<file path="config.mk">
export PLATFORM = sky130hd
export DESIGN_NAME = keyed_session_time_table
export DESIGN_NICKNAME = d
export VERILOG_FILES = /design/src/rtl/kst_pkg.sv /design/src/rtl/kst_front.sv /design/src/rtl/kst_back.sv /design/src/rtl/keyed_session_time_table.sv
export SDC_FILE = /design/constraint.sdc
export NUM_CORES = 2
export LEC_CHECK = 0
export BUFFER_PORTS_ARGS = -buffer_cell sky130_fd_sc_hd__buf_2
export CORE_AREA = 2 2 417 419
export DETAILED_ROUTE_END_ITERATION = 8
export DIE_AREA = 0 0 419 421
export GPL_TIMING_DRIVEN = 0
export PLACE_DENSITY_LB_ADDON = 0.08
export SETUP_SLACK_MARGIN = 0.2
export SYNTH_ARGS = -nofsm -noshare
export SYNTH_HDL_FRONTEND = slang
export SYNTH_SLANG_ARGS = --single-unit
export TNS_END_PERCENT = 20
</file>
<file path="constraint.sdc">
create_clock -name clk_i -period 14.22 [get_ports clk_i]
set_input_delay 1.422 -clock clk_i [delete_from_list [all_inputs] [get_ports clk_i]]
set_output_delay 1.422 -clock clk_i [all_outputs]
set_load 0.05 [all_outputs]
</file>
<file path="src/rtl/kst_pkg.sv">
package kst_pkg;

  localparam int unsigned KeyW  = 32;
  localparam int unsigned TimeW = 32;
  localparam int unsigned CntW  = 32;
  localparam int unsigned SlotW = 4;

  localparam int unsigned MsPerSecond = 1000;
  localparam int unsigned RecipShift  = 38;
  localparam int unsigned RecipW      = 29;
  localparam logic [RecipW-1:0] MsRecip =
    RecipW'((64'd1 << RecipShift) / 64'(MsPerSecond) + 64'd1);
  localparam int unsigned ProdW = TimeW + RecipW;
  localparam int unsigned ElW   = ProdW - RecipShift;

  typedef enum logic [1:0] {
    OP_START,
    OP_STOP,
    OP_LOOKUP
  } kst_op_e;

  typedef enum logic [1:0] {
    ST_OK         = 2'd0,
    ST_FULL       = 2'd1,
    ST_NO_SESSION = 2'd2,
    ST_NOT_FOUND  = 2'd3
  } kst_status_e;

  typedef enum logic [2:0] {
    S_IDLE,
    S_MUL,
    S_CLOSE,
    S_FIND,
    S_EMIT
  } kst_state_e;

  typedef struct packed {
    kst_op_e          op;
    logic [KeyW-1:0]  key;
    logic [TimeW-1:0] now;
  } kst_item_t;

endpackage

</file>
<file path="src/rtl/kst_front.sv">
module kst_front (
  input  logic                    clk_i,
  input  logic                    rst_ni,
  input  logic                    push,
  output logic                    full,
  input  logic [1:0]              cmd_i,
  input  logic [kst_pkg::KeyW-1:0]  key_i,
  input  logic [kst_pkg::TimeW-1:0] now_ms_i,
  output logic                    head_valid_o,
  output kst_pkg::kst_item_t      head_o,
  input  logic                    head_pop_i
);

  kst_pkg::kst_item_t fifo_q [2];
  kst_pkg::kst_item_t item;
  logic       wr_ptr_q, wr_ptr_d;
  logic       rd_ptr_q, rd_ptr_d;
  logic [1:0] cnt_q, cnt_d;
  logic       do_push, do_pop;

  always_comb begin
    case (cmd_i)
      kst_pkg::OP_START: item.op = kst_pkg::OP_START;
      kst_pkg::OP_STOP:  item.op = kst_pkg::OP_STOP;
      default:           item.op = kst_pkg::OP_LOOKUP;
    endcase
    item.key = key_i;
    item.now = now_ms_i;
  end

  assign full         = (cnt_q == 2'd2);
  assign head_valid_o = (cnt_q != 2'd0);
  assign head_o       = fifo_q[rd_ptr_q];
  assign do_push      = push && !full;
  assign do_pop       = head_pop_i && head_valid_o;

  always_comb begin
    wr_ptr_d = do_push ? !wr_ptr_q : wr_ptr_q;
    rd_ptr_d = do_pop ? !rd_ptr_q : rd_ptr_q;
    cnt_d    = cnt_q + 2'(do_push) - 2'(do_pop);
  end

  always_ff @(posedge clk_i or negedge rst_ni) begin
    if (!rst_ni) begin
      wr_ptr_q <= 1'b0;
      rd_ptr_q <= 1'b0;
      cnt_q    <= 2'd0;
    end else begin
      wr_ptr_q <= wr_ptr_d;
      rd_ptr_q <= rd_ptr_d;
      cnt_q    <= cnt_d;
    end
  end

  always_ff @(posedge clk_i) begin
    if (do_push) begin
      fifo_q[wr_ptr_q] <= item;
    end
  end

endmodule

</file>
<file path="src/rtl/kst_back.sv">
module kst_back #(
  parameter int unsigned ENTRIES  = 16,
  parameter int unsigned KEY_BITS = 32
) (
  input  logic                      clk_i,
  input  logic                      rst_ni,
  input  logic                      head_valid_i,
  input  kst_pkg::kst_item_t        head_i,
  output logic                      head_pop_o,
  output logic                      empty,
  input  logic                      pop,
  output logic [1:0]                status_o,
  output logic [kst_pkg::SlotW-1:0] slot_o,
  output logic [kst_pkg::CntW-1:0]  total_seconds_o,
  output logic [kst_pkg::CntW-1:0]  recency_rank_o
);

  localparam int unsigned KW = (KEY_BITS < kst_pkg::KeyW) ? KEY_BITS : kst_pkg::KeyW;
  localparam int unsigned IW = (ENTRIES > 1) ? $clog2(ENTRIES) : 1;
  localparam int unsigned CW = $clog2(ENTRIES + 1);
  localparam int unsigned NW = kst_pkg::CntW;

  kst_pkg::kst_state_e state_q, state_d;
  kst_pkg::kst_op_e    op_q, op_d;
  logic [KW-1:0]       key_q, key_d;
  logic [kst_pkg::TimeW-1:0] now_q, now_d;
  logic [kst_pkg::TimeW-1:0] start_q, start_d;
  logic [CW-1:0]       count_q, count_d;
  logic                active_q, active_d;
  logic [IW-1:0]       act_slot_q, act_slot_d;
  logic [NW-1:0]       next_rank_q, next_rank_d;
  logic [NW-1:0]       rank_hold_q, rank_hold_d;
  logic [IW-1:0]       idx_q, idx_d;
  logic                new_q, new_d;
  logic [kst_pkg::ElW-1:0] el_q, el_d;

  logic                      out_valid_q, out_valid_d;
  logic [1:0]                status_q, status_d;
  logic [kst_pkg::SlotW-1:0] slot_q, slot_d;
  logic [NW-1:0]             total_q, total_d;
  logic [NW-1:0]             rank_q, rank_d;

  logic [KW-1:0] keys_q [ENTRIES];
  logic [NW-1:0] sec_mem [ENTRIES];
  logic [NW-1:0] rank_mem [ENTRIES];
  logic [NW-1:0] sec_rd_q, rank_rd_q;

  logic [IW-1:0] rd_addr;
  logic          key_we;
  logic          sec_we;
  logic [IW-1:0] sec_wa;
  logic [NW-1:0] sec_wd;
  logic          rank_we;
  logic [IW-1:0] rank_wa;

  logic [ENTRIES-1:0] match;
  logic               hit;
  logic [IW-1:0]      hit_idx;
  logic               room;
  logic [IW-1:0]      find_idx;
  logic [kst_pkg::TimeW-1:0] elapsed;
  logic [kst_pkg::ProdW-1:0] prod;
  logic [NW:0]        sum;
  logic [NW-1:0]      sum_sat;

  always_comb begin
    for (int unsigned i = 0; i < ENTRIES; i++) begin
      match[i] = (CW'(i) < count_q) && (keys_q[i] == key_q);
    end
    hit     = |match;
    hit_idx = '0;
    for (int i = ENTRIES - 1; i >= 0; i--) begin
      if (match[i]) begin
        hit_idx = IW'(i);
      end
    end
  end

  assign room     = (count_q < CW'(ENTRIES));
  assign find_idx = hit ? hit_idx : count_q[IW-1:0];
  assign elapsed  = now_q - start_q;
  assign prod     = elapsed * kst_pkg::MsRecip;
  assign sum      = {1'b0, sec_rd_q} + (NW + 1)'(el_q);
  assign sum_sat  = sum[NW] ? '1 : sum[NW-1:0];

  always_comb begin
    state_d     = state_q;
    op_d        = op_q;
    key_d       = key_q;
    now_d       = now_q;
    start_d     = start_q;
    count_d     = count_q;
    active_d    = active_q;
    act_slot_d  = act_slot_q;
    next_rank_d = next_rank_q;
    rank_hold_d = rank_hold_q;
    idx_d       = idx_q;
    new_d       = new_q;
    el_d        = el_q;
    out_valid_d = out_valid_q && !pop;
    status_d    = status_q;
    slot_d      = slot_q;
    total_d     = total_q;
    rank_d      = rank_q;
    head_pop_o  = 1'b0;
    rd_addr     = act_slot_q;
    key_we      = 1'b0;
    sec_we      = 1'b0;
    sec_wa      = act_slot_q;
    sec_wd      = sum_sat;
    rank_we     = 1'b0;
    rank_wa     = find_idx;

    case (state_q)
      kst_pkg::S_IDLE: begin
        if (head_valid_i && !out_valid_q) begin
          head_pop_o = 1'b1;
          op_d       = head_i.op;
          key_d      = head_i.key[KW-1:0];
          now_d      = head_i.now;
          if (head_i.op == kst_pkg::OP_STOP && !active_q) begin
            out_valid_d = 1'b1;
            status_d    = kst_pkg::ST_NO_SESSION;
            slot_d      = '0;
            total_d     = '0;
            rank_d      = '0;
          end else if (head_i.op != kst_pkg::OP_LOOKUP && active_q) begin
            state_d = kst_pkg::S_MUL;
          end else begin
            state_d = kst_pkg::S_FIND;
          end
        end
      end
      kst_pkg::S_MUL: begin
        el_d    = prod[kst_pkg::ProdW-1:kst_pkg::RecipShift];
        state_d = kst_pkg::S_CLOSE;
      end
      kst_pkg::S_CLOSE: begin
        sec_we   = 1'b1;
        active_d = 1'b0;
        if (op_q == kst_pkg::OP_STOP) begin
          out_valid_d = 1'b1;
          status_d    = kst_pkg::ST_OK;
          slot_d      = kst_pkg::SlotW'(act_slot_q);
          total_d     = sum_sat;
          rank_d      = rank_rd_q;
          state_d     = kst_pkg::S_IDLE;
        end else begin
          state_d = kst_pkg::S_FIND;
        end
      end
      kst_pkg::S_FIND: begin
        if (op_q == kst_pkg::OP_LOOKUP) begin
          new_d = 1'b0;
          if (hit) begin
            rd_addr = hit_idx;
            idx_d   = hit_idx;
            state_d = kst_pkg::S_EMIT;
          end else begin
            out_valid_d = 1'b1;
            status_d    = kst_pkg::ST_NOT_FOUND;
            slot_d      = '0;
            total_d     = '0;
            rank_d      = '0;
            state_d     = kst_pkg::S_IDLE;
          end
        end else begin
          start_d = now_q;
          if (!hit && !room) begin
            out_valid_d = 1'b1;
            status_d    = kst_pkg::ST_FULL;
            slot_d      = '0;
            total_d     = '0;
            rank_d      = '0;
            state_d     = kst_pkg::S_IDLE;
          end else begin
            if (!hit) begin
              key_we  = 1'b1;
              sec_we  = 1'b1;
              sec_wa  = find_idx;
              sec_wd  = '0;
              count_d = count_q + CW'(1);
            end
            rank_we     = 1'b1;
            rank_hold_d = next_rank_q;
            if (next_rank_q != '1) begin
              next_rank_d = next_rank_q + NW'(1);
            end
            active_d   = 1'b1;
            act_slot_d = find_idx;
            rd_addr    = find_idx;
            idx_d      = find_idx;
            new_d      = !hit;
            state_d    = kst_pkg::S_EMIT;
          end
        end
      end
      kst_pkg::S_EMIT: begin
        out_valid_d = 1'b1;
        status_d    = kst_pkg::ST_OK;
        slot_d      = kst_pkg::SlotW'(idx_q);
        total_d     = new_q ? '0 : sec_rd_q;
        rank_d      = (op_q == kst_pkg::OP_START) ? rank_hold_q : rank_rd_q;
        state_d     = kst_pkg::S_IDLE;
      end
      default: begin
        state_d = kst_pkg::S_IDLE;
      end
    endcase
  end

  always_ff @(posedge clk_i or negedge rst_ni) begin
    if (!rst_ni) begin
      state_q     <= kst_pkg::S_IDLE;
      count_q     <= '0;
      active_q    <= 1'b0;
      act_slot_q  <= '0;
      start_q     <= '0;
      next_rank_q <= NW'(1);
      out_valid_q <= 1'b0;
    end else begin
      state_q     <= state_d;
      count_q     <= count_d;
      active_q    <= active_d;
      act_slot_q  <= act_slot_d;
      start_q     <= start_d;
      next_rank_q <= next_rank_d;
      out_valid_q <= out_valid_d;
    end
  end

  always_ff @(posedge clk_i) begin
    op_q        <= op_d;
    key_q       <= key_d;
    now_q       <= now_d;
    rank_hold_q <= rank_hold_d;
    idx_q       <= idx_d;
    new_q       <= new_d;
    el_q        <= el_d;
    status_q    <= status_d;
    slot_q      <= slot_d;
    total_q     <= total_d;
    rank_q      <= rank_d;
  end

  always_ff @(posedge clk_i) begin
    if (key_we) begin
      keys_q[count_q[IW-1:0]] <= key_q;
    end
  end

  always_ff @(posedge clk_i) begin
    if (sec_we) begin
      sec_mem[sec_wa] <= sec_wd;
    end
    sec_rd_q <= sec_mem[rd_addr];
  end

  always_ff @(posedge clk_i) begin
    if (rank_we) begin
      rank_mem[rank_wa] <= next_rank_q;
    end
    rank_rd_q <= rank_mem[rd_addr];
  end

  assign empty           = !out_valid_q;
  assign status_o        = status_q;
  assign slot_o          = slot_q;
  assign total_seconds_o = total_q;
  assign recency_rank_o  = rank_q;

endmodule

</file>
<file path="src/rtl/keyed_session_time_table.sv">
// Flow: the back-end sequencer takes a command off the queue only while its
// single-entry result register is empty, and handles one command at a time,
// so the result register must drain before the next command starts. A stop
// with no session is answered from S_IDLE; a start over an open session steps
// through S_MUL, S_CLOSE, S_FIND and S_EMIT before its result is registered.
// Reset: asynchronous, active low; table empty, no open session, next rank 1.
module keyed_session_time_table #(
  parameter int unsigned ENTRIES  = 16,
  parameter int unsigned KEY_BITS = 32
) (
  input  logic                      clk_i,
  input  logic                      rst_ni,
  input  logic                      push,
  output logic                      full,
  input  logic [1:0]                cmd_i,
  input  logic [kst_pkg::KeyW-1:0]  key_i,
  input  logic [kst_pkg::TimeW-1:0] now_ms_i,
  output logic                      empty,
  input  logic                      pop,
  output logic [1:0]                status_o,
  output logic [kst_pkg::SlotW-1:0] slot_o,
  output logic [kst_pkg::CntW-1:0]  total_seconds_o,
  output logic [kst_pkg::CntW-1:0]  recency_rank_o
);

  logic               head_valid;
  logic               head_pop;
  kst_pkg::kst_item_t head;

  kst_front u_front (
    .clk_i        (clk_i),
    .rst_ni       (rst_ni),
    .push         (push),
    .full         (full),
    .cmd_i        (cmd_i),
    .key_i        (key_i),
    .now_ms_i     (now_ms_i),
    .head_valid_o (head_valid),
    .head_o       (head),
    .head_pop_i   (head_pop)
  );

  kst_back #(
    .ENTRIES  (ENTRIES),
    .KEY_BITS (KEY_BITS)
  ) u_back (
    .clk_i           (clk_i),
    .rst_ni          (rst_ni),
    .head_valid_i    (head_valid),
    .head_i          (head),
    .head_pop_o      (head_pop),
    .empty           (empty),
    .pop             (pop),
    .status_o        (status_o),
    .slot_o          (slot_o),
    .total_seconds_o (total_seconds_o),
    .recency_rank_o  (recency_rank_o)
  );

endmodule

</file>
# ---- Yosys cells after proc, flatten, opt, wreduce, memory -nomap -nowiden
# Memories as Yosys holds them, arrays and structs flattened. A register that Yosys moved wholly into a read port is not among the register bits.
# Index checks and enable logic that the tools add are counted.
dict set report word_totals {
  regBits 278
  mem_bits_rw 1668
  inputBits 70
  wordCells 233
  mem_count 4
}
# name words word_bits read_ports rd_ports_with_merged_regs wr line
set memory_table {}
lappend memory_table {u_back.keys_q 16 32 16 0 1 kst_back.sv:43} ;# logic [KW-1:0] keys_q [ENTRIES];
lappend memory_table {u_back.rank_mem 16 32 1 1 1 kst_back.sv:45} ;# logic [NW-1:0] rank_mem [ENTRIES];
lappend memory_table {u_back.sec_mem 16 32 1 1 1 kst_back.sv:44} ;# logic [NW-1:0] sec_mem [ENTRIES];
lappend memory_table {u_front.fifo_q 2 66 1 0 1 kst_front.sv:14} ;# kst_pkg::kst_item_t fifo_q [2];
dict set report classes {
  add_sub_neg 6
  n_mul 1
  magnitude_cmp 17
  eq_ne 37
  n_mux 96
  bitwise 3
  reduce_logical 48
}
# op n
set op_table {}
lappend op_table {{equality test 32 bit} 16}
lappend op_table {{two-way mux 32 bit} 14}
lappend op_table {{case mux 32 bit (4 select lines)} 2}
lappend op_table {{two-way mux 4 bit} 34}
lappend op_table {{multiplier 32 x 29 -> 61 bit, second input constant} 1}
lappend op_table {{< comparator 4 x 5 -> 1 bit, first input constant} 8}
lappend op_table {{adder 32 x 23 -> 33 bit} 1}
lappend op_table {{adder 32 x 1 -> 32 bit, second input constant} 1}
lappend op_table {{!= test 32 bit, second input constant} 1}
lappend op_table {{subtractor 32 bit} 1}
lappend op_table {{two-way mux 1 bit} 26}
lappend op_table {{logical AND 1 bit} 23}
lappend op_table {{< comparator 3 x 5 -> 1 bit, first input constant} 4}
lappend op_table {{two-way mux 2 bit} 8}
lappend op_table {{case mux 4 bit (4 select lines)} 1}
lappend op_table {{OR reduction 16 bit} 1}
lappend op_table {{two-way mux 3 bit} 5}
lappend op_table {{case mux 3 bit (4 select lines)} 1}
lappend op_table {{< comparator 1 x 5 -> 1 bit, first input constant} 2}
lappend op_table {{< comparator 2 x 5 -> 1 bit, first input constant} 2}
lappend op_table {{!= test 2 x 1 -> 1 bit, second input constant} 5}
lappend op_table {{AND reduction 3 bit} 3}
lappend op_table {{logical NOT 1 bit} 8}
lappend op_table {{!= test 2 bit, second input constant} 4}
lappend op_table {{23 further kinds} 36}

# ---- Depth between registers and ports, before layout
# An unclocked memory read counts as a cell.
dict set report depth {
  ltp_word 24
  ltp_mapped 42
}

# ---- Hierarchy
# From an unflattened synthesis, not the netlist that was laid out.
dict set report unflattened {
  cells_unflattened 6219
  area_unflattened_um2 95115.0
}
# module n_inst cells_per_inst area_per_inst_um2
set by_module_without_submodules {}
lappend by_module_without_submodules {kst_back 1 5994 90028.8}
lappend by_module_without_submodules {kst_front 1 225 5086.1}

# ---- Least setup slack after synthesis
# No wires, ideal clock.
dict set report synth_timing {
  kind {reg2reg}
  from {reg u_back.now_q[2] (netlist bit)}
  to {reg u_back.el_q[21] (netlist bit) (data pin)}
  setup_ps 258
  t_arrival_ps 10272
  required_ps 13962
  slack_ps 3691
  stages_incl_launch_ff 38
  path_buffers 0
  path_cell_list {edfxtp_1 ha_1 nor2b_1 o21ai_0 nand2b_1 a21o_1 a31o_2 a41o_1 o41a_1 a41o_1 o211ai_1 a41oi_1 o311ai_0 ha_1 fa_1 ha_1 inv_1 fa_1 (+2 left out) inv_1 fa_1 inv_1 fa_1 ha_1 ha_1 and4_1 nand4_1 a211oi_1 o21a_1 a31oi_1 a311oi_1 a31oi_1 o21ai_0 a41o_1 a41o_1 nor2_1 xnor2_1}
}
dict set report synth_between {
  elab_chain_cells 2
}
# element line
set synth_rtl {}
lappend synth_rtl {{start, declared} kst_back.sv:26} ;# logic [kst_pkg::TimeW-1:0] now_q, now_d;
lappend synth_rtl {{start signal, assigned} kst_back.sv:235} ;# now_q <= now_d;
lappend synth_rtl {{subtractor 32 bit} kst_back.sv:81} ;# assign elapsed = now_q - start_q;
lappend synth_rtl {{multiplier 32 x 29 -> 61 bit} kst_back.sv:82} ;# assign prod = elapsed * kst_pkg::MsRecip;
lappend synth_rtl {{named net u_back.prod, one bit} kst_back.sv:62} ;# logic [kst_pkg::ProdW-1:0] prod;
lappend synth_rtl {{end signal, assigned} kst_back.sv:239} ;# el_q <= el_d;
lappend synth_rtl {{end, declared} kst_back.sv:35} ;# logic [kst_pkg::ElW-1:0] el_q, el_d;
# The timed path passes the listed nets, and every way through them passes these cells.
# A chain may end at the register's enable or synchronous reset.

# ---- Worst setup path after layout
dict set report layout_timing {
  from {reg u_back.now_q[0] (netlist bit)}
  to {reg u_back.el_q[22] (netlist bit) (data pin)}
}
# The elaborated chain is that of the path after synthesis.

==> flow_summary.toml <==
[synth]
ys_ff_latch = 2010
avgSynthCellArea_sq_um = 15.6
yosys_warnings = 0
yosysTopAreaCellShare_pct = 59.5
synthAdderAreaFrac_pct = 12.3
synthMuxAreaShare_pct = 6.29
synth-simple-area-share_pct = 4.46
ys_async_sr_fraction_pct = 4.08
synth_edf_count = 1864
synthFlopType = "edfxtp_1"
synthXorXnorAreaFrac_pct = 5.83
ys_types = 82
synthesis.nets = 6847
synth_seq_area_share_pct = 63.1
synth_top_family_by_area = "adder cells"
synth_top_area_cell = "edfxtp_1"
syn_area_sq_um = 94000
yosys-top-cells-area = "edfxtp_1 60%, fa_1 6.4%, ha_1 5.9%, mux2i_1 5.5%, xnor2_1 3.6%"
netlist_instances = 6034
synth_compound_gate_area_share_pct = 4.89

[clock_network]
clk_pin_slew_ns = 0.06
cts_tree = "built"
ctsHtreeMaxLevel = 4
clock_path_buffers = 3
cts-hold-fix-buffers = 0
cts_buffers = 199
cts-root-buf = "clkbuf_16"
postCtsSetupRepairBufs = 0
cts_sinks = 2010
clkLatencyLatePin_ns = 0.87
cts.repair.resized = 0

[placement]
dp_hpwl_um = 167000
io_buffers = 141
place_congestion = 0.911

[sta]
fmax_mhz = 85.0
fin_tns_setup_ns = 0
worst_pin_slew_ns = 1.45
fin_skew_ns = 0.0622
min_period_over_period_pct = 82.7
grt_setup_unrepaired = "false"
relSlewSlack_pct = 2.69
hold_viol = 0
slew_violations = 0
finalCriticalPeriod_ns = 11.77
setup-violations-final = 0

[global_route]
grt_pass1_vias = 52200
grt_max_degree = 65
grt_pass1_wl_um = 356000
grt_usage_pct = 28.2
grt_overflow_total = 0
antenna_found_initial = 6

[status]
status = "complete, no violations"

[critical_path]
required_ns = 14.79
critPathCapture = "u_back.el_q[22]"
crit_start = "u_back.now_q[0]"
rrSetupSlack_ns = 2.45
cpPeakStageDelay_ns = 0.86
path_delay_family = "compound AO/OA/AOI/OAI gates"
critical_path_class = "flip-flop to flip-flop"
start_kind = "flip-flop"
ff2ff_path_depth = 37
cp.depth = 37
reg2reg_to = "u_back.el_q[22]"
setup.worst_path.end_class = "flip-flop"
cp_max_fo = 7
crit_path_frequent_cell = "fa_1"
cp.buffers_inverters = 4
slowest_stage = "xor2_1"
cp.arrival_ns = 12.34
timing.rr.start = "u_back.now_q[0]"

[finish]
area_growth_pct = 12.9
antennaDiodeCount = 0
layout-drive-gt1-share_pct = 13.2
fillCellCount = 12900
nets = 7296

[flow_run]
cap_violations = 0

[route]
ant_nets = 0
drc = 0
routed_via_density = 5.84
wirelength_um = 249000
dr.pass1.iters = 5
dr_total_vias = 52400
drt_iter0_drc = 5383
drt-wirelength-per-cell_um = 27.7

[floorplanning]
core_sq_um = 172000
initial_core_util_pct = 54.5
num_rows = 153
pin_count = 142
die_area_sq_um = 176000
die_w_um = 419
dieHeight_um = 421

[min_path]
hp-class = "flip-flop to flip-flop"
min_from = "u_back.now_q[9]"
[worst min-delay path by stage]
stage,to,cells after the start
global placement,u_back.start_q[3],2
finish,u_back.start_q[9],2
global route,u_back.start_q[6],2
floorplan,u_back.start_q[10],2
detailed placement,u_back.start_q[9],2
CTS,u_back.start_q[9],2
[through the flow]
step,cell area (sq um),utilization [%],instances,hold WS (ns),setup slack [ns]
after detailed placement,99800,57.9,8607,0.486,2.38
after CTS,106000,61.5,8981,0.498,2.33
after global placement,97600,56.6,8500,0.476,0.294
after floorplan,94000,-,6034,0.456,3.69
final,106000,61.5,8981,0.487,2.45
after global routing,106000,61.5,8981,0.521,1.84
[synth_stat cells, drive strengths merged (98+ instances only)]
library cell / instances
mux2i: 512
ha: 443
nand2: 151
o21ai: 110
inv: 412
nand4: 98
edfxtp: 1864
buf: 181
xnor2: 389
a22oi: 261
fa: 300
nor2: 164
xor2: 237
[flip-flops by register name, indices dropped and copies added (netlist names), 5 cells and up]
name                    cells
u_back.now_q               32
u_back.count_q              5
u_back.sec_rd_q            32
u_back.total_seconds_o     32
u_back.recency_rank_o      32
u_front.fifo_q            132
u_back.keys_q             512
u_back.el_q                23
u_back.key_q               32
u_back.next_rank_q         32
u_back.start_q             32
u_back.rank_hold_q         32
u_back.sec_mem            512
u_back.rank_rd_q           32
u_back.rank_mem           512
[final cells by class]
type | instances | area, sq um | share of cell area [%]
plain buffers | 231 | 1420 | 1.34
clock buffers | 282 | 5560 | 5.23
clock inverters | 92 | 788 | 0.743
inverters | 413 | 1550 | 1.46
multi-input cells | 3380 | 32200 | 30.4
flip-flops and latches | 2010 | 59300 | 55.9
well taps | 2325 | 2910 | 2.74
repair buffers | 248 | 2360 | 2.22
[worst register-to-register path: cells and delay by family, from the launching register on]
kind	cells	cell delay [ns]
XOR/XNOR	2	1.34
flip-flops	1	0.37
adder cells (fa/ha/maj)	10	4.17
AND/OR/NAND/NOR	3	0.23
buffers and inverters	4	0.75
AO/OA/AOI/OAI	18	4.66
[placed cells by master (no fill, tap or decap), types with 26 or more instances in the layout]
| master | netlist | routed |
|---|---|---|
| nor3_1 | 44 | 37 |
| xnor2_1 | 389 | 377 |
| buf_6 | 36 | 63 |
| ha_1 | 443 | 443 |
| o21ai_0 | 106 | 105 |
| buf_4 | 43 | 70 |
| nand4_1 | 98 | 98 |
| and3_1 | 29 | 26 |
| mux2_2 | 70 | 70 |
| nand3_1 | 46 | 46 |
| o21a_1 | 26 | 26 |
| edfxtp_1 | 1864 | 1864 |
| a22oi_1 | 261 | 261 |
| and4_1 | 71 | 71 |
| xor2_1 | 237 | 235 |
| clkbuf_1 | 50 | 110 |
| buf_12 | 0 | 30 |
| mux2i_1 | 512 | 512 |
| clkbuf_16 | 0 | 202 |
| fa_1 | 300 | 300 |
| a21oi_1 | 81 | 79 |
| a22o_1 | 37 | 37 |
| nor4_1 | 72 | 67 |
| clkinv_1 | 1 | 36 |
| a21o_1 | 37 | 37 |
| dfxtp_1 | 64 | 64 |
| inv_1 | 412 | 411 |
| nor2_4 | 0 | 35 |
| buf_2 | 98 | 238 |
| dfrtp_1 | 81 | 81 |
| nor2_1 | 164 | 129 |
| clkinv_2 | 0 | 31 |
| nand2_1 | 151 | 151 |
[metal layers]
| layer | vias up | GRT usage, % | routed length [um] |
|---|---|---|---|
| li1 | 23400 | - | - |
| met1 | 26600 | 39.1 | 103000 |
| met2 | 2021 | 46.0 | 120000 |
| met3 | 430 | 4.24 | 17600 |
| met4 | 10 | 9.07 | 8140 |
| met5 | - | 0 | 58 |
[cell families after synthesis]
kind of cell,after synthesis
buffers and inverters,644
AOI/OAI and AO/OA,657
xor gates and xnor gates,626
and+or+nand+nor,772
muxes,582
DFF,2010
adders and majority gates,743
Power is left out: the tool's default activity adds up to more than one toggle a clock period on the data nets, which glitch-free logic cannot reach.
